--- src/conv2d_3x3_valid_stream_core_macros.svh ---
// Assertion macros shared by the convolution core modules
`ifndef CONV2D_3X3_VALID_STREAM_CORE_MACROS_SVH
`define CONV2D_3X3_VALID_STREAM_CORE_MACROS_SVH

// Condition that must hold at every clock edge out of reset
`define C2D_ASSERT(lbl, cond, msg) \
    lbl: assert property (@(posedge i_clk) disable iff (!i_rst_n) (cond)) else $error(msg);

// Same-cycle implication
`define C2D_ASSERT_IMP(lbl, ante, cons, msg) \
    lbl: assert property (@(posedge i_clk) disable iff (!i_rst_n) (ante) |-> (cons)) \
        else $error(msg);

// Next-cycle implication
`define C2D_ASSERT_NXT(lbl, ante, cons, msg) \
    lbl: assert property (@(posedge i_clk) disable iff (!i_rst_n) (ante) |=> (cons)) \
        else $error(msg);

`endif

--- src/c2d_pkg.sv ---
// Shared constants and types of the 3x3 convolution core
`default_nettype none
package c2d_pkg;

    localparam int IMAGE_SIZE = 28;
    localparam int CNT_W      = $clog2(IMAGE_SIZE);

    localparam int PIX_W  = 16;
    localparam int COEF_W = 16;
    localparam int KROW_W = 3 * COEF_W;
    localparam int PROD_W = PIX_W + COEF_W;
    localparam int ROW_W  = PROD_W + 2;
    localparam int SUM_W  = 36;

    // Output queue depth, power of two
    localparam int OFIFO_DEPTH = 8;
    localparam int OFIFO_AW    = $clog2(OFIFO_DEPTH);

    localparam int CFG_IDX_W = 2;
    localparam logic [CFG_IDX_W-1:0] CFG_KROW_TOP = 2'd0;
    localparam logic [CFG_IDX_W-1:0] CFG_KROW_MID = 2'd1;
    localparam logic [CFG_IDX_W-1:0] CFG_KROW_BOT = 2'd2;

    typedef struct packed {
        logic vld;
        logic last;
    } t_tag;

    // [row: 0 oldest][col: 0 oldest]
    typedef logic [2:0][2:0][PIX_W-1:0] t_window;
    typedef logic [2:0][KROW_W-1:0] t_kernel;

    typedef struct packed {
        logic             last;
        logic [SUM_W-1:0] sum;
    } t_ofifo_ent;

endpackage
`default_nettype wire

--- src/c2d_out_if.sv ---
// Convolution result channel
`default_nettype none
interface c2d_out_if;
    import c2d_pkg::*;

    logic             valid;
    logic             ready;
    logic [SUM_W-1:0] conv_sum;
    logic             frame_last;

    modport source(output valid, output conv_sum, output frame_last, input ready);
    modport sink(input valid, input conv_sum, input frame_last, output ready);
endinterface
`default_nettype wire

--- src/c2d_ofifo.sv ---
// Result queue with credit count that throttles the input side
`default_nettype none
`include "conv2d_3x3_valid_stream_core_macros.svh"
module c2d_ofifo (
    input  wire logic                      i_clk,
    input  wire logic                      i_rst_n,
    input  wire logic                      i_claim,
    input  wire c2d_pkg::t_tag             i_push,
    input  wire logic [c2d_pkg::SUM_W-1:0] i_sum,
    output      logic                      o_room,
    c2d_out_if.source                      o_res
);
    import c2d_pkg::*;

    t_ofifo_ent          r_mem [OFIFO_DEPTH];
    logic [OFIFO_AW-1:0] r_wp, r_rp;
    logic [OFIFO_AW:0]   r_cnt, r_credit;
    logic                pop;
    t_ofifo_ent          head;

    assign pop  = o_res.valid && o_res.ready;
    assign head = r_mem[r_rp];

    always_ff @(posedge i_clk) begin
        if (i_push.vld) begin
            r_mem[r_wp] <= '{last: i_push.last, sum: i_sum};
        end
    end

    always_ff @(posedge i_clk) begin
        if (!i_rst_n) begin
            r_wp     <= '0;
            r_rp     <= '0;
            r_cnt    <= '0;
            r_credit <= '0;
        end else begin
            if (i_push.vld) begin
                r_wp <= r_wp + OFIFO_AW'(1);
            end
            if (pop) begin
                r_rp <= r_rp + OFIFO_AW'(1);
            end
            if (i_push.vld && !pop) begin
                r_cnt <= r_cnt + (OFIFO_AW+1)'(1);
            end else if (!i_push.vld && pop) begin
                r_cnt <= r_cnt - (OFIFO_AW+1)'(1);
            end
            if (i_claim && !pop) begin
                r_credit <= r_credit + (OFIFO_AW+1)'(1);
            end else if (!i_claim && pop) begin
                r_credit <= r_credit - (OFIFO_AW+1)'(1);
            end
        end
    end

    assign o_room           = r_credit < (OFIFO_AW+1)'(OFIFO_DEPTH);
    assign o_res.valid      = r_cnt != '0;
    assign o_res.conv_sum   = head.sum;
    assign o_res.frame_last = head.last;

    `C2D_ASSERT(a_cnt_le_credit, r_cnt <= r_credit, "queue holds more than was reserved")
    `C2D_ASSERT_IMP(a_push_reserved, i_push.vld, r_cnt < r_credit, "result pushed without a slot")
    `C2D_ASSERT_IMP(a_no_claim_full, !o_room, !i_claim, "beat claimed a slot while queue full")
endmodule
`default_nettype wire

--- src/flat_wrapper.sv ---
// flat-port wrapper written by rule: the top's interface ports become plain ports
module c2d_ofifo_flat import c2d_pkg::*;
  (i_clk, i_rst_n, i_claim, i_push, i_sum, o_room, o_res_valid, o_res_conv_sum, o_res_frame_last, o_res_ready);
  c2d_out_if o_res_i ();
  input  wire logic i_clk;
  input  wire logic i_rst_n;
  input  wire logic i_claim;
  input  wire c2d_pkg::t_tag i_push;
  input  wire logic [c2d_pkg::SUM_W-1:0] i_sum;
  output      logic o_room;
  output wire logic [$bits(o_res_i.valid)-1:0] o_res_valid;
  output wire logic [$bits(o_res_i.conv_sum)-1:0] o_res_conv_sum;
  output wire logic [$bits(o_res_i.frame_last)-1:0] o_res_frame_last;
  input wire logic [$bits(o_res_i.ready)-1:0] o_res_ready;
  assign o_res_valid = o_res_i.valid;
  assign o_res_conv_sum = o_res_i.conv_sum;
  assign o_res_frame_last = o_res_i.frame_last;
  assign o_res_i.ready = o_res_ready;
  c2d_ofifo u_core (.i_clk(i_clk), .i_rst_n(i_rst_n), .i_claim(i_claim), .i_push(i_push), .i_sum(i_sum), .o_room(o_room), .o_res(o_res_i));
endmodule
--- config.mk ---
export PLATFORM = sky130hd
export DESIGN_NAME = c2d_ofifo_flat
export DESIGN_NICKNAME = d
export VERILOG_FILES = /design/src/c2d_pkg.sv /design/src/c2d_out_if.sv /design/src/c2d_ofifo.sv /design/src/flat_wrapper.sv
export VERILOG_INCLUDE_DIRS = /design/src /design/src/src
export SDC_FILE = /design/constraint.sdc
export NUM_CORES = 1
export LEC_CHECK = 0
export BUFFER_PORTS_ARGS = -buffer_cell sky130_fd_sc_hd__buf_4
export CAP_MARGIN = 25
export CORE_ASPECT_RATIO = 0.9
export CORE_MARGIN = 2
export CORE_UTILIZATION = 35
export CTS_CLUSTER_DIAMETER = 100
export DETAILED_ROUTE_END_ITERATION = 10
export HOLD_SLACK_MARGIN = 0.1
export PLACE_DENSITY_LB_ADDON = 0.3
export SLEW_MARGIN = 20
export SYNTH_ARGS = -nofsm -noshare
export SYNTH_HDL_FRONTEND = slang
export SYNTH_SLANG_ARGS = --single-unit
--- constraint.sdc ---
create_clock -name i_clk -period 3.3 [get_ports i_clk]
set_input_delay 0.165 -clock i_clk [delete_from_list [all_inputs] [get_ports i_clk]]
set_output_delay 0.165 -clock i_clk [all_outputs]
set_load 0.01 [all_outputs]
== After elaboration in Yosys (flattened, before gate mapping) ==
Memories as Yosys holds them, arrays and structs flattened. A register that Yosys moved wholly into a read port is not among the register bits.
Index checks and enable logic that the tools add are counted.

* Register bits: 14
* Bits in writable memories: 296
* Logic and storage cells: 31
* Input bits: 42
* Output and inout port bits: 39
* Memories kept: 1

{| class="wikitable"
|+ Memories
! memory !! words !! bits a word !! rd ports !! clocked after memory_dff !! write ports !! RTL line !! RTL
|-
| u_core.r_mem || 8 || 37 || 1 || 1 || 1 || c2d_ofifo.sv:15 || <nowiki>t_ofifo_ent r_mem [OFIFO_DEPTH];</nowiki>
|}

* Mux-type cells: 8
* $add $sub $neg: 6
* Reductions and logical operators: 11
* Magnitude comparators: 1

{| class="wikitable"
|+ Operators with widths
! kind !! count
|-
| $mux W4 || 4
|-
| $add A4 B1 Y4 const B || 2
|-
| $sub A4 B1 Y4 const B || 2
|-
| $add A3 B1 Y3 const B || 2
|-
| $mux W3 || 2
|-
| $logic_and A1 B1 Y1 || 5
|-
| $lt A4 B4 Y1 const B || 1
|-
| $reduce_bool A2 Y1 || 2
|-
| $reduce_bool A4 Y1 || 1
|-
| $logic_not A1 Y1 || 3
|-
| $mux W1 || 2
|}

== Longest topological paths before layout ==
* Word-level depth: 5
* Mapped depth: 9
* Mapped depth without buffers: 9

== Worst setup path before layout ==
OpenSTA, ideal clock, no wires.

* Path type: flip-flop to flip-flop
* From: register u_core.r_wp[0]
* To: memory u_core.r_mem[0][0] in the netlist's numbering (enable)
* Library setup time: 0.477 ns
* Slack: -0.233 ns
* Stages on the path, launching flop included: 3
* Path buffers: 0
* Period minus slack after synthesis: 3.533 ns
* Arrival: 3.056 ns
* Cell sequence: dfxtp_1 -> nand2b_1 -> nor3_1

{| class="wikitable"
|+ RTL lines
! item !! RTL line !! RTL
|-
| start: declaration || c2d_ofifo.sv:16 || <nowiki>logic [OFIFO_AW-1:0] r_wp, r_rp;</nowiki>
|-
| start signal: assignment || c2d_ofifo.sv:38 || <nowiki>r_wp <= r_wp + OFIFO_AW'(1);</nowiki>
|-
| end: declaration || c2d_ofifo.sv:15 ||
|}

No word-level cell before the write port.

==> results.py <==
metrics = {
    "detailed_routing": {
        "drc_errors": 0,
        "wl_um": 23900,
        "first_pass_iters": 4,
        "drt-initial-drc-count": 258,
        "wl_per_cell_um": 20.6,
        "via_per_inst": 4.83,
        "dr_total_vias": 5609,
        "ant_nets": 0,
    },
    "layout": {
        "diodes": 0,
        "drive_above_1_share_pct": 37.6,
        "finalNetCount": 725,
        "syn_to_final_growth_pct": 23.2,
        "instances_no_fill": 1161,
    },
    "critical_path": {
        "cpMaxStageDelayCell": "dfxtp_4",
        "crit_type": "flip-flop to primary output",
        "critical_path.cell_chain": "buf_4 -> mux4_2 -> mux2_2 -> buf_4",
        "cp_slowest_stage_delay_ns": 0.59,
        "crit_path_end_kind": "primary output",
        "worst_ep_required_time_ns": 3.13,
        "cp.arrival_ns": 2.60,
        "start_kind": "flip-flop",
        "crit_buf_inv": 2,
        "critPathTopFamily": "multiplexers",
        "reg2reg_from": "u_core.r_cnt[0]",
        "worst_path_most_repeated_cell": "buf_4",
        "cp_max_fo": 20,
    },
    "yosys": {
        "yosysTopAreaCellShare_pct": 74.1,
        "postSynth.asyncResetShare_pct": 0,
        "synth.most_common_cell": "edfxtp_1",
        "ys_ff_latch": 313,
        "synth_cell_types": 27,
        "avgSynthCellArea_um2": 22.9,
        "synth_ff_type": "edfxtp_1",
        "yosysSeqAreaShare_pct": 77.0,
        "netlist_top_cells_count": "296 x edfxtp_1, 74 x mux4_2, 37 x mux2_2",
        "synth_warnings": 0,
        "synth_area_leaders": "edfxtp_1 74%, mux4_2 14%, mux2_2 3.5%",
        "netlist_area_mm2": 0.0120,
        "yosysTopAreaCell": "edfxtp_1",
        "postSynthNetCount": 575,
        "synth_edf_count": 296,
        "synth_cells": 523,
    },
    "clock_tree": {
        "cts_root_buf": "clkbuf_16",
        "clk_latency_ns": 0.51,
        "htree_levels": 2,
        "clock-sinks": 313,
        "numCtsBuffers": 34,
        "cts.clk_slew.worst_paths_ns": 0.06,
        "clk_path_buf_depth": 3,
        "cts_tree": "built",
    },
    "sta": {
        "finalSetupViolCount": 0,
        "relSlewSlack_pct": 50.2,
        "final_hold_viol_count": 0,
        "max_slew.worst_pin.slew_ns": 0.745,
        "period_needed_ns": 2.76,
        "skew_ns": 0.00621,
        "setup_tns_ns": 0,
        "fmax_mhz": 362,
        "finalCritPeriodShare_pct": 83.8,
        "drv_slew": 0,
        "rsz0062_at_grt": "false",
    },
    "power": {
        "peakVddDrop_mv": 0.476,
        "leakage_nw": 4.76,
        "total_power_mw": 10.4,
        "power.density_mw_per_mm2": 704,
    },
    "placement": {
        "port_buffers": 80,
        "placedCellCount": 1058,
        "hpwl_um": 13600,
        "place.gp.congestion": 0.664,
    },
    "outcome": {
        "status": "finished, final reports clean",
    },
    "hold_path": {
        "hold_class": "primary input to flip-flop",
        "hp-start": "i_claim",
    },
    "die": {
        "start_util_pct": 35.4,
        "dieArea_mm2": 0.0357,
        "row_count": 64,
        "die_h_um": 180,
        "num_io_pins": 81,
        "core_mm2": 0.0339,
        "fp.dieW_um": 199,
    },
    "grt": {
        "grt_pass1_vias": 6085,
        "grt_usage_pct": 13.8,
        "grt_overflow": 0,
        "grt_max_degree": 39,
        "antenna_found_initial": 0,
        "grt_pass1_wl_um": 36300,
    },
    "job": {
        "maxCapViolations": 0,
    },
}
## state kept, by name (all words and copies together) (netlist names), named ones only
register / flops
u_core.r_rp: 3
u_core.r_credit: 4
u_core.r_wp: 3
u_core.r_mem: 296
u_core.r_cnt: 4
## routing by layer
metal,vias to the layer above,wire (um),track usage (%)
met5,-,0,0
met4,0,450,3.88
met3,38,1280,3.23
met2,128,12100,23.2
met1,2957,10100,18.0
li1,2486,-,-
## timing repair
action | CTS | global route
buffers inserted | 0 | 0
hold endpoints to repair | 313 | 0
endpoints found under the setup margin | 0 | 0
gates resized for setup | 0 | 0
hold buffers | 41 | 0
## cell type report
| class | count | area (um2) |
|---|---|---|
| repair buffers | 137 | 1210 |
| fillers | 2894 | 19100 |
| inverters | 3 | 11.3 |
| well taps | 462 | 578 |
| multi-input cells | 184 | 2670 |
| flip-flops and latches | 313 | 9240 |
| clock inverters | 18 | 109 |
| clock buffers | 44 | 952 |
## worst min-delay path: stages
cell and delay (ns):
buf_4 0.08, ha_1 0.25, mux2i_1 0.12, nor2b_1 0.10
## cells by family after synthesis
| logic type | count (synthesis) | share of synthesized area [%] |
|---|---|---|
| flip-flops | 313 | 77.0 |
| multiplexers | 116 | 17.8 |
| AND/OR/NAND/NOR | 41 | 1.71 |
| buffers and inverters | 26 | 1.30 |
| AO/OA/AOI/OAI | 10 | 0.522 |
| adder cells (fa/ha/maj) | 10 | 1.17 |
| XOR/XNOR | 7 | 0.511 |
## through the flow
| stage | utilization [%] | cell area (um2) | worst slack [ns] | hold slack (ns) |
|---|---|---|---|---|
| 2_1_floorplan | - | 12000 | 0.758 | 0.264 |
| 3_3_place_gp | 39.2 | 13300 | 0.819 | 0.389 |
| 3_5_place_dp | 39.2 | 13300 | 0.747 | 0.403 |
| 4_1_cts | 43.6 | 14800 | 0.433 | 0.210 |
| 5_1_grt | 43.6 | 14800 | 0.367 | 0.223 |
| 6_report | 43.6 | 14800 | 0.535 | 0.229 |
## cell usage in the layout (no fill, tap or decap), types with 5 or more instances in the layout
master / synthesis / layout
dlygate4sd3_1: 0 / 41
edfxtp_1: 296 / 296
nand2b_1: 5 / 5
nor2_4: 0 / 6
mux2_2: 37 / 37
xnor2_1: 7 / 7
buf_12: 0 / 6
clkbuf_1: 6 / 7
clkinv_1: 0 / 10
mux2i_1: 5 / 5
mux4_2: 74 / 74
nand2_1: 10 / 10
dfxtp_1: 17 / 14
and2_1: 8 / 8
ha_1: 8 / 8
clkbuf_16: 0 / 37
clkinv_2: 0 / 5
buf_4: 0 / 90
## final timing paths
| check | endpoint | slack [ns] | cells after the start |
|---|---|---|---|
| setup reg to reg | u_core.r_cnt[3] | 0.66 | 9 |
| hold / removal | u_core.r_credit[1] | 0.23 | 4 |
| hold reg to reg | u_core.r_credit[3] | 0.46 | 2 |
| setup / recovery | o_res_conv_sum[14] | 0.54 | 4 |
## power breakdown
| group | total (mW) | leakage (nW) | switching [mW] | internal (mW) |
|---|---|---|---|---|
| clock network | 3.54 | 0.518 | 1.43 | 2.11 |
| logic | 2.18 | 1.41 | 0.921 | 1.26 |
| registers | 4.67 | 2.83 | 0.177 | 4.50 |
| total | 10.4 | 4.76 | 2.53 | 7.87 |
Note: power is estimated with default switching activity, not from simulation.
