===== src/conv2d_3x3_valid_stream_core_macros.svh =====
// Assertion macros shared by the convolution core modules
`ifndef CONV2D_3X3_VALID_STREAM_CORE_MACROS_SVH
`define CONV2D_3X3_VALID_STREAM_CORE_MACROS_SVH

// Condition that must hold at every clock edge out of reset
`define C2D_ASSERT(lbl, cond, msg) \
    lbl: assert property (@(posedge i_clk) disable iff (!i_rst_n) (cond)) else $error(msg);

// Same-cycle implication
`define C2D_ASSERT_IMP(lbl, ante, cons, msg) \
    lbl: assert property (@(posedge i_clk) disable iff (!i_rst_n) (ante) |-> (cons)) \
        else $error(msg);

// Next-cycle implication
`define C2D_ASSERT_NXT(lbl, ante, cons, msg) \
    lbl: assert property (@(posedge i_clk) disable iff (!i_rst_n) (ante) |=> (cons)) \
        else $error(msg);

`endif


===== src/c2d_pkg.sv =====
// Shared constants and types of the 3x3 convolution core
`default_nettype none
package c2d_pkg;

    localparam int IMAGE_SIZE = 28;
    localparam int CNT_W      = $clog2(IMAGE_SIZE);

    localparam int PIX_W  = 16;
    localparam int COEF_W = 16;
    localparam int KROW_W = 3 * COEF_W;
    localparam int PROD_W = PIX_W + COEF_W;
    localparam int ROW_W  = PROD_W + 2;
    localparam int SUM_W  = 36;

    // Output queue depth, power of two
    localparam int OFIFO_DEPTH = 8;
    localparam int OFIFO_AW    = $clog2(OFIFO_DEPTH);

    localparam int CFG_IDX_W = 2;
    localparam logic [CFG_IDX_W-1:0] CFG_KROW_TOP = 2'd0;
    localparam logic [CFG_IDX_W-1:0] CFG_KROW_MID = 2'd1;
    localparam logic [CFG_IDX_W-1:0] CFG_KROW_BOT = 2'd2;

    typedef struct packed {
        logic vld;
        logic last;
    } t_tag;

    // [row: 0 oldest][col: 0 oldest]
    typedef logic [2:0][2:0][PIX_W-1:0] t_window;
    typedef logic [2:0][KROW_W-1:0] t_kernel;

    typedef struct packed {
        logic             last;
        logic [SUM_W-1:0] sum;
    } t_ofifo_ent;

endpackage
`default_nettype wire


===== src/c2d_ram.sv =====
// Generic simple dual-port RAM, registered read, read returns old data on collision
`default_nettype none
module c2d_ram #(
    parameter int WIDTH = 16,
    parameter int DEPTH = 32
) (
    input  wire logic                     i_clk,
    input  wire logic                     i_we,
    input  wire logic [$clog2(DEPTH)-1:0] i_waddr,
    input  wire logic [WIDTH-1:0]         i_wdata,
    input  wire logic                     i_re,
    input  wire logic [$clog2(DEPTH)-1:0] i_raddr,
    output      logic [WIDTH-1:0]         o_rdata
);
    logic [WIDTH-1:0] r_mem [DEPTH];
    logic [WIDTH-1:0] r_rdata;

    always_ff @(posedge i_clk) begin
        if (i_we) begin
            r_mem[i_waddr] <= i_wdata;
        end
        if (i_re) begin
            r_rdata <= r_mem[i_raddr];
        end
    end

    assign o_rdata = r_rdata;
endmodule
`default_nettype wire


===== src/c2d_line_win.sv =====
// Position counters, line store read-modify-write and 3x3 window
`default_nettype none
`include "conv2d_3x3_valid_stream_core_macros.svh"
module c2d_line_win (
    input  wire logic                  i_clk,
    input  wire logic                  i_rst_n,
    input  wire logic                  i_take,
    input  wire logic [c2d_pkg::PIX_W-1:0] i_pixel,
    input  wire logic                  i_frame_start,
    output      logic                  o_claim,
    output      c2d_pkg::t_window      o_win,
    output      c2d_pkg::t_tag         o_tag
);
    import c2d_pkg::*;

    logic [CNT_W-1:0]   r_row, r_col;
    logic [CNT_W-1:0]   col_eff, row_eff;
    logic               produce, last_px, col_wrap;

    logic               r_s1_vld;
    t_tag               r_s1_tag;
    logic [PIX_W-1:0]   r_s1_px;
    logic [CNT_W-1:0]   r_s1_col;
    logic               r_fwd;
    logic               n_fwd;
    logic [2*PIX_W-1:0] r_fwd_data;

    logic [2*PIX_W-1:0] ram_rdata, line, wdata;
    logic [PIX_W-1:0]   above_a, above_b;

    t_window            r_win;
    t_tag               r_tag;

    // Position of the pixel being accepted
    assign col_eff  = i_frame_start ? '0 : r_col;
    assign row_eff  = i_frame_start ? '0 : r_row;
    assign col_wrap = (col_eff == CNT_W'(IMAGE_SIZE - 1));
    assign produce  = (row_eff >= CNT_W'(2)) && (col_eff >= CNT_W'(2));
    assign last_px  = col_wrap && (row_eff == CNT_W'(IMAGE_SIZE - 1));
    assign o_claim  = i_take && produce;

    always_ff @(posedge i_clk) begin
        if (!i_rst_n) begin
            r_row <= '0;
            r_col <= '0;
        end else if (i_take) begin
            r_col <= col_wrap ? '0 : col_eff + CNT_W'(1);
            if (col_wrap) begin
                r_row <= (row_eff == CNT_W'(IMAGE_SIZE - 1)) ? '0 : row_eff + CNT_W'(1);
            end else begin
                r_row <= row_eff;
            end
        end
    end

    // Line store entry: {two rows above, one row above}
    c2d_ram #(
        .WIDTH (2 * PIX_W),
        .DEPTH (IMAGE_SIZE)
    ) u_line_ram (
        .i_clk   (i_clk),
        .i_we    (r_s1_vld),
        .i_waddr (r_s1_col),
        .i_wdata (wdata),
        .i_re    (i_take),
        .i_raddr (col_eff),
        .o_rdata (ram_rdata)
    );

    // Forward the write-back when the next beat reads the same column
    assign n_fwd   = i_take && r_s1_vld && (col_eff == r_s1_col);
    assign line    = r_fwd ? r_fwd_data : ram_rdata;
    assign above_a = line[PIX_W-1:0];
    assign above_b = line[2*PIX_W-1:PIX_W];
    assign wdata   = {above_a, r_s1_px};

    always_ff @(posedge i_clk) begin
        if (!i_rst_n) begin
            r_s1_vld <= 1'b0;
            r_s1_tag <= '0;
            r_fwd    <= 1'b0;
            r_tag    <= '0;
        end else begin
            r_s1_vld <= i_take;
            r_s1_tag <= '{vld: o_claim, last: o_claim && last_px};
            r_fwd    <= n_fwd;
            r_tag    <= r_s1_vld ? r_s1_tag : '0;
        end
    end

    always_ff @(posedge i_clk) begin
        r_fwd_data <= wdata;
        if (i_take) begin
            r_s1_px  <= i_pixel;
            r_s1_col <= col_eff;
        end
    end

    // Shift the window left and bring in the new column
    always_ff @(posedge i_clk) begin
        if (!i_rst_n) begin
            r_win <= '0;
        end else if (r_s1_vld) begin
            for (int r = 0; r < 3; r++) begin
                r_win[r][0] <= r_win[r][1];
                r_win[r][1] <= r_win[r][2];
            end
            r_win[0][2] <= above_b;
            r_win[1][2] <= above_a;
            r_win[2][2] <= r_s1_px;
        end
    end

    assign o_win = r_win;
    assign o_tag = r_tag;

    `C2D_ASSERT_IMP(a_fwd_needs_s1, r_fwd, r_s1_vld, "forward flag without a beat in flight")
    `C2D_ASSERT_NXT(a_take_fills_s1, i_take, r_s1_vld, "accepted beat missing from stage one")
    `C2D_ASSERT(a_col_range, r_col < CNT_W'(IMAGE_SIZE), "column counter out of range")
endmodule
`default_nettype wire


===== config.mk =====
export PLATFORM = sky130hd
export DESIGN_NAME = c2d_line_win
export DESIGN_NICKNAME = d
export VERILOG_FILES = /design/src/c2d_pkg.sv /design/src/c2d_ram.sv /design/src/c2d_line_win.sv
export VERILOG_INCLUDE_DIRS = /design/src /design/src/src
export SDC_FILE = /design/constraint.sdc
export NUM_CORES = 1
export LEC_CHECK = 0
export ABC_AREA = 1
export BUFFER_PORTS_ARGS = -buffer_cell sky130_fd_sc_hd__buf_2
export CAP_MARGIN = 10
export CORE_ASPECT_RATIO = 0.5
export CORE_MARGIN = 3
export CORE_UTILIZATION = 52
export CTS_BUF_LIST = sky130_fd_sc_hd__clkbuf_2 sky130_fd_sc_hd__clkbuf_4 sky130_fd_sc_hd__clkbuf_8
export CTS_CLUSTER_DIAMETER = 200
export DETAILED_ROUTE_END_ITERATION = 10
export GPL_ROUTABILITY_DRIVEN = 1
export PLACE_DENSITY = 0.66
export SYNTH_ARGS = -nofsm -noshare
export SYNTH_HDL_FRONTEND = slang
export SYNTH_SLANG_ARGS = --single-unit

===== constraint.sdc =====
create_clock -name i_clk -period 3.6 [get_ports i_clk]
set_input_delay 0.54 -clock i_clk [delete_from_list [all_inputs] [get_ports i_clk]]
set_output_delay 0.54 -clock i_clk [all_outputs]
set_load 0.01 [all_outputs]

# Word level (Yosys, flattened, before mapping)
# Memories as Yosys holds them, arrays and structs flattened. A register that Yosys moved wholly into a read port is not among the register bits.
# Cells that the tools add are included.
dict set report totals {
  mem_bits_rw 896
  n_memories 1
  romBits 0
  latchBits 0
  inputBits 20
  ff_bits 213
  wordCells 43
}
# memory words width rd rd_clocked_by_memory_dff wr line_no
set memory_table {}
lappend memory_table {u_line_ram.r_mem 28 32 1 1 1 c2d_ram.sv:15} ;# logic [WIDTH-1:0] r_mem [DEPTH];
dict set report op_classes {
  add_sub_neg 2
  eq_ne 3
  n_mul 0
  n_shift 0
  reduce_logical 7
  div 0
  muxes 8
  n_lt_le_gt_ge 2
  n_bitwise 0
}
# op n
set op_table {}
lappend op_table {{32-bit two-way mux} 1}
lappend op_table {{5-bit two-way mux} 5}
lappend op_table {{5-bit by 1-bit adder with 5-bit output, second input constant} 2}
lappend op_table {{5-bit == test, second input constant} 2}
lappend op_table {{5-bit by 2-bit >= comparator with 1-bit output, second input constant} 2}
lappend op_table {{1-bit logical AND} 6}
lappend op_table {{5-bit == test} 1}
lappend op_table {{1-bit two-way mux} 2}
lappend op_table {{2-bit AND reduction} 1}

# Logic depth before layout (Yosys ltp)
# Gate-level depths: netlist of the first run.
dict set report logic_depth {
  ltp_word 5
  ltp_mapped 14
  depth_no_buf 12
}

# Hierarchy
# A second synthesis of the first run with hierarchy kept.
dict set report hier_totals {
  hier_cells 4256
  hier_area_um2 45628.8
}
# mod n_inst cells_each area_each_um2
set by_module_without_submodules {}
lappend by_module_without_submodules {c2d_ram 1 3371 38214.2}
lappend by_module_without_submodules {c2d_line_win 1 885 7414.6}

# Worst setup path after synthesis of the first run
# OpenSTA, ideal clock, no wires.
dict set report synth_timing {
  path_kind {register to register}
  startpoint {register r_s1_vld}
  endpoint {memory u_line_ram.r_mem[5][0] in the netlist's numbering (enable)}
  n_path_buf 3
  arrival_ns 2.588
  setup_ns 0.421
  setup_slack_ns 0.591
  required_time_ns 3.179
  period_less_slack_ns 3.009
  stages_incl_launch_ff 6
  path_cell_list {dfxtp_1 -> clkbuf_1 -> clkbuf_1 -> buf_2 -> nand3_1 -> nor2_1}
}
dict set report synth_between {
  elab_chain_cells 2
}
# item line_no
set synth_lines {}
lappend synth_lines {{start, declared} c2d_line_win.sv:20} ;# logic r_s1_vld;
lappend synth_lines {{start signal, assigned} c2d_line_win.sv:84} ;# r_s1_vld <= i_take;
lappend synth_lines {{1-bit two-way mux} c2d_ram.sv:19} ;# if (i_we) begin
lappend synth_lines {{1-bit two-way mux (not written as such)} c2d_ram.sv:20} ;# r_mem[i_waddr] <= i_wdata;
lappend synth_lines {{end, declared} c2d_ram.sv:15}
# Every way passes these cells.

# Worst setup path after layout of the first run
dict set report layout_timing {
  startpoint {register r_col[0]}
  endpoint {output o_claim}
}
dict set report layout_between {
  elab_chain_cells 4
}
# item line_no
set layout_lines {}
lappend layout_lines {{start, declared} c2d_line_win.sv:16} ;# logic [CNT_W-1:0] r_row, r_col;
lappend layout_lines {{start signal, assigned} c2d_line_win.sv:47} ;# r_col <= col_wrap ? '0 : col_eff + CNT_W'(1);
lappend layout_lines {{5-bit two-way mux} c2d_line_win.sv:35} ;# assign col_eff = i_frame_start ? '0 : r_col;
lappend layout_lines {{5-bit by 2-bit >= comparator with 1-bit output} c2d_line_win.sv:38} ;# assign produce = (row_eff >= CNT_W'(2)) && (col_eff >= CNT_W'(2));
lappend layout_lines {{1-bit logical AND} c2d_line_win.sv:38}
lappend layout_lines {{1-bit logical AND} c2d_line_win.sv:40} ;# assign o_claim = i_take && produce;
lappend layout_lines {{end, declared} c2d_line_win.sv:10} ;# output logic o_claim,
# Every way passes these cells.

==> out/qor.yml, run 1 <==
outcome:
  status: "completed"
timing:
  setup_violations: 0
  holdWs_ps: 154
  skew_ps: 49.0
  relSlewSlack_pct: 14.8
  tightest_slew_ps: 1270
  rsz0062_at_grt: "no"
  finalMaxSlewViolations: 0
  hold_viol: 0
  period_needed_ps: 3260
  fmax_ghz: 0.307
  post-route-period-util_pct: 90.6
  final.setup.tns_ps: 0
place:
  io_buffer_count: 166
  place_congestion: 0.846
  post-dp-hpwl_um: 75600
detailed_routing:
  antenna_left: 0
  dr.pass1.iters: 6
  vias: 34071
  drt_iter0_drc: 4432
  vias_per_cell: 5.43
  totalWireLength_um: 133000
  drc: 0
  routedWlPerCell_um: 21.2
clock_tree:
  cts_buffer_depth: 3
  clock-root-buffer: "clkbuf_8"
  cts.clk_slew.worst_paths_ps: 70
  insertion_delay_ps: 860
  tritoncts: "yes"
  cts.sink_count: 1141
  cts_buffers: 159
  htree_levels: 4
hold_path:
  hp-class: "input pin to flip-flop"
worst_setup_path:
  cp.required_ps: 3060
  max_stage_delay_ps: 670
  worstPathBufferInverterCount: 2
  cp_cell_sequence: "nand2_4, ha_1, nor2_1, nand4_1, nand3_1, inv_1, buf_2"
  critPathLaunchType: "flip-flop"
  end_kind: "primary output"
  cpMaxStageDelayCell: "dfxtp_4"
  cp_top_family: "flip-flops"
  path_class: "flip-flop to primary output"
  path_max_fanout: 35
  arrival_ps: 2720
grt:
  grt_usage_pct: 28.0
  gr-usage-met3_pct: 4.80
  grt_pass1_wl_um: 198000
  grt_max_degree: 140
  grt_overflow: 0
  grt_pass1_vias: 31696
  use_met2_pct: 42.0
  grt_util_met1_pct: 41.2
  antenna_found_initial: 4
  top_usage_layer: "met2"
layout:
  final_layout_size_suffix_gt1_share_pct: 12.4
  syn_to_final_growth_pct: 12.9
  final_nets: 4981
  n_fill_cell: 7399
die:
  core_region_area_sq_mm: 0.0892
  start_util_pct: 53.0
  io_pins: 167
  fp.dieArea_sq_mm: 0.0948
  die_y_um: 219
  rows: 77
  die_w_um: 432
synthesis:
  netlist_instances: 4756
  syn_area_sq_mm: 0.0473
  syn_area_per_cell_sq_um: 9.94
  ys_ff_latch: 1141
  ys_seq_area_share_pct: 68.4
  syn_nets: 4778
  synth.distinct_cells: 26
  yosys_warnings: 0
power:
  p_leak_uw: 0.0232
  ir_worst_vdd_uv: 223
  power_density_mw_per_mm2: 499
  power_uw: 26600
run:
  maxCapViolCount: 0
registers in the layout, indices dropped and copies added (netlist names):
signal	cells
o_tag	2
r_s1_px	16
o_win	144
u_line_ram.o_rdata	32
r_row	5
r_s1_vld	1
r_fwd_data	32
r_fwd	1
r_s1_col	5
u_line_ram.r_mem	896
r_col	5
r_s1_tag	2
worst paths after layout:
kind | start | endpoint | slack [ps] | cells after the start
worst max register to register | r_s1_vld | u_line_ram.r_mem[3][21] | 770 | 3
worst min-delay path | i_take | u_line_ram.o_rdata[9] | 150 | 1
worst min register to register | o_win[94] | o_win[78] | 470 | 2
worst max-delay path | r_col[0] | o_claim | 340 | 7
per-layer routing:
layer / part of all wire (%) / up-vias / wire length, um
li1: - / 15765 / -
met1: 42 / 16325 / 56400
met2: 44 / 1715 / 58400
met3: 11 / 266 / 14200
met4: 3.0 / 0 / 3980
met5: 0 / - / 0
cells in the final DEF (no fill, tap or decap), types with 2 or more instances in the layout:
cell           instances
buf_4                 98
o21ai_0              166
clkinv_2              10
dfxtp_1              189
clkbuf_8             180
nand2_1              986
inv_8                  2
nor3_1                 3
or2_2                 32
ha_1                   2
clkinvlp_4             4
inv_1                644
clkbuf_4              63
nor2_1               776
diode_2                2
dfxtp_4                2
nand4_1                3
buf_12                20
and3_1                 2
nand3_1              597
xor2_1                 6
buf_2                164
nor2_4                30
o21ai_1               46
dlygate4sd3_1         16
nand2_4                2
a21oi_1               43
clkinv_1              24
inv_6                  6
edfxtp_1             949
inv_2                  5
buf_16                 4
report_power, final:
part / internal (uW) / switching (uW) / leakage [uW]
clock network: 5310 / 4950 / 0.00171
registers: 14600 / 257 / 0.0102
logic: 444 / 1090 / 0.0113
total: 20300 / 6300 / 0.0232
synthesized netlist by cell type:
master | instances | share of area [%]
buf_1 | 39 | 0.31
xor2_1 | 6 | 0.11
a21oi_1 | 43 | 0.46
ha_1 | 2 | 0.053
o22ai_1 | 1 | 0.013
o21ai_1 | 46 | 0.49
nor3_1 | 3 | 0.032
dfxtp_1 | 192 | 8.1
nor2_1 | 804 | 6.4
inv_1 | 645 | 5.1
xnor2_1 | 1 | 0.019
nor2_2 | 3 | 0.040
o211ai_1 | 1 | 0.016
nand2_2 | 2 | 0.026
buf_2 | 95 | 1.0
nand4_1 | 3 | 0.040
clkinv_1 | 3 | 0.024
and3_1 | 2 | 0.026
a211oi_1 | 1 | 0.016
nand3_1 | 597 | 6.3
edfxtp_1 | 949 | 60
or2_2 | 32 | 0.42
inv_2 | 6 | 0.048
o21ai_0 | 166 | 1.8
clkbuf_1 | 126 | 1.0
nand2_1 | 988 | 7.8
final cells by class:
class / instances / area, sq um / area share (%)
Sequential cell: 1141 / 32300 / 60.6
Multi-Input combinational cell: 2701 / 11600 / 21.8
Clock buffer: 243 / 2950 / 5.53
Inverter: 654 / 2470 / 4.62
Timing Repair Buffer: 302 / 2230 / 4.17
Tap cell: 1185 / 1480 / 2.78
Clock inverter: 43 / 251 / 0.471
Antenna cell: 2 / 5.00 / 0.00938
cells by family (layout without fill, tap and decap cells):
family	after synthesis	in the layout	share of synthesized area (%)
simple gates	2434	2434	21.1
buf+inv	914	1242	7.51
flops	1141	1141	68.4
other cells	0	2	0
compound gates	258	258	2.75
xor+xnor	7	7	0.130
fa+ha+maj	2	2	0.0529
stage by stage:
stage	worst slack (ps)	utilization (%)	instance area, sq um	cells
3_5_place_dp	547	55.9	49900	5963
6_report	340	59.8	53400	6271
2_1_floorplan	591	-	47300	4756
5_1_grt	215	59.8	53400	6270
4_1_cts	102	59.7	53200	6265
3_3_place_gp	561	55.9	49900	5963
what timing repair did:
action                                  in CTS  in global routing
buffers inserted                             0                  0
gates resized for setup                      0                  1
endpoints found under the setup margin       0                  1
hold buffers                                16                  0
endpoints found under the hold margin       16                  0
Power figures use the tool's default switching activity.
==> run 2: changes to the inputs <==
--- a/config.mk
+++ b/config.mk
@@ -9,14 +9,16 @@
 export ABC_AREA = 1
 export BUFFER_PORTS_ARGS = -buffer_cell sky130_fd_sc_hd__buf_2
 export CAP_MARGIN = 10
+export CELL_PAD_IN_SITES_DETAIL_PLACEMENT = 0
+export CELL_PAD_IN_SITES_GLOBAL_PLACEMENT = 2
 export CORE_ASPECT_RATIO = 0.5
 export CORE_MARGIN = 3
-export CORE_UTILIZATION = 52
+export CORE_UTILIZATION = 42
 export CTS_BUF_LIST = sky130_fd_sc_hd__clkbuf_2 sky130_fd_sc_hd__clkbuf_4 sky130_fd_sc_hd__clkbuf_8
 export CTS_CLUSTER_DIAMETER = 200
 export DETAILED_ROUTE_END_ITERATION = 10
 export GPL_ROUTABILITY_DRIVEN = 1
-export PLACE_DENSITY = 0.66
+export PLACE_DENSITY = 0.79
 export SYNTH_ARGS = -nofsm -noshare
 export SYNTH_HDL_FRONTEND = slang
 export SYNTH_SLANG_ARGS = --single-unit
==> run 2 against run 1 <==
Against the previous run: first-iteration DRC count shrank 20%; setup slack improved by 120 ps; final cell count up 5.3%; highest routed layer unchanged; critical path depth grew 1; clock-buffer cell count rose by 18; via count decreased by 2.1%; design area grew 1.5%; flip-flop and latch count did not move; critical path type unchanged; largest power group unchanged.
==> out/qor.yml, run 2 (same netlist as run 1, synthesis figures left out) <==
worst_setup_path:
  cp_cell_sequence: "inv_2, nor2_1, buf_4, inv_2, nand4_1, nand3_1, inv_1, buf_2"
  cpMostUsedCell: "inv_2"
  cp.required_ps: 3060  # about the same
  r2r_slack_ps: 910  # +140 ps
  arrival_ps: 2600  # -120 ps
  max_stage_delay_ps: 470  # -200 ps
  end_kind: "primary output"
  path_class: "flip-flop to primary output"
  path_max_fanout: 18  # -49%
  rr_worst_depth: 4  # +1
  cpMaxStageDelayCell: "inv_2"
  critPathLaunchType: "flip-flop"
die:
  start_util_pct: 42.6  # -10 points
  fp.dieArea_sq_mm: 0.117  # +23%
  die_w_um: 480  # +11%
  rows: 86  # +12%
  core_region_area_sq_mm: 0.111  # +24%
  die_y_um: 243  # +11%
  io_pins: 167  # unchanged
timing:
  final.setup.tns_ps: 0  # unchanged
  relSlewSlack_pct: 18.3  # +3.5 points
  finalMaxSlewViolations: 0  # unchanged
  hold_viol: 0  # unchanged
  post-route-period-util_pct: 87.2  # -3.4 points
  tightest_slew_ps: 1220  # -51.8 ps
  holdWs_ps: 246  # +92.9 ps
  skew_ps: 39.9  # -9.07 ps
  setup_violations: 0  # unchanged
  fmax_ghz: 0.319  # +3.9%
  period_needed_ps: 3140  # -123 ps
  rsz0062_at_grt: "no"
layout:
  largest_register_ff_count: 896  # unchanged
  syn_to_final_growth_pct: 14.5
  final_layout_size_suffix_gt1_share_pct: 12.7  # +0.38 points
  final_nets: 4992  # +0.22%
  fin_area_sq_mm: 0.0541  # +1.5%
  top_register: "u_line_ram.r_mem"
  stdcell_count: 6604  # +5.3%
  final_common_cell: "nand2_1"
  mostFrequentLayoutCells: "nand2_1, edfxtp_1, nor2_1"
clock_tree:
  cts.sink_count: 1141  # unchanged
  cts.clk_slew.worst_paths_ps: 70  # about the same
  post_cts_resize_count: 0  # unchanged
  ctsHoldBuffers: 16  # unchanged
  cts_setup_buffers: 0  # unchanged
  clock-root-buffer: "clkbuf_8"
  htree_levels: 4  # unchanged
  insertion_delay_ps: 870  # about the same
  cts_buffer_depth: 3  # unchanged
  cts_buffers: 167  # +5.0%
  tritoncts: "yes"
hold_path:
  hp-class: "input pin to flip-flop"
  whs_path_depth: 4  # +3
detailed_routing:
  totalWireLength_um: 145000  # +9.1%
  antenna_left: 0  # unchanged
  dr.pass1.iters: 5  # -1
  drt_iter0_drc: 3561  # -20%
  vias: 33365  # -2.1%
  routedWlPerCell_um: 22.0  # +3.6%
  drc: 0  # unchanged
  vias_per_cell: 5.05  # -7.0%
place:
  place_area_sq_mm: 0.0506  # +1.4%
  place_congestion: 0.820  # -3.1%
  post-dp-hpwl_um: 82400  # +9.0%
  dp.cells: 6280  # +5.3%
  io_buffer_count: 166  # unchanged
grt:
  grt_pass1_wl_um: 212000  # +7.3%
  antenna_found_initial: 7  # +3
  grt_max_degree: 156  # +11%
  grt_pass1_vias: 31232  # -1.5%
  grt_usage_pct: 24.6  # -3.4 points
  grt_overflow: 0  # unchanged
outcome:
  status: "completed"
power:
  p_leak_uw: 0.0233  # +0.50%
  power_density_mw_per_mm2: 501  # +0.33%
  power_uw: 27100  # +1.8%
  ir_worst_vdd_uv: 336  # +51%
run:
  maxCapViolCount: 0  # unchanged
-- run 2: cell count changes in the layout (fill, tap and decap cells not counted), moves of 2 or more --
cell,change
buf_12,+22
buf_16,-3
buf_4,-16
clkbuf_4,+15
clkbuf_8,+3
clkinv_2,-5
clkinvlp_4,+5
inv_6,-2
-- run 2: final cells by class --
cell class,instances,area (sq um)
fillers,10436,56700
flip-flops and latches,1141,32400
multi-input cells,2701,11600
clock buffers,261,3100
repair buffers,305,2460
inverters,654,2460
well taps,1496,1870
clock inverters,44,255
diodes,2,5.00
-- run 2: power breakdown --
group          internal (uW)  switching (uW)
Combinational            455            1190
Sequential             14600             226
Clock                   5500            5160
Total                  20500            6580
-- run 2: path summary, 6_finish.rpt --
check	start	to
setup / recovery	r_col[3]	o_claim
setup reg to reg	r_s1_col[1]	u_line_ram.r_mem[17][3]
hold / removal	i_frame_start	r_row[2]
hold reg to reg	r_s1_tag[0]	o_tag[0]
-- run 2: worst max-delay path, delay by kind of cell (launching register included) --
kind / cells / cell delay (ps)
buffers and inverters: 5 / 940
AND/OR/NAND/NOR: 3 / 460
flip-flops: 1 / 330
-- run 2: layer usage --
metal	up-vias	wire length [um]	track usage, %
met4	0	2640	6.97
met2	1205	61100	35.1
met5	-	0	0
met3	180	11100	4.43
li1	15806	-	-
met1	16174	70300	38.1
-- run 2: metrics by stage --
stage	util [%]	setup slack, ps
global placement	45.6	726
CTS	48.8	303
global route	48.8	333
floorplan	-	591
detailed placement	45.6	785
finish	48.8	462
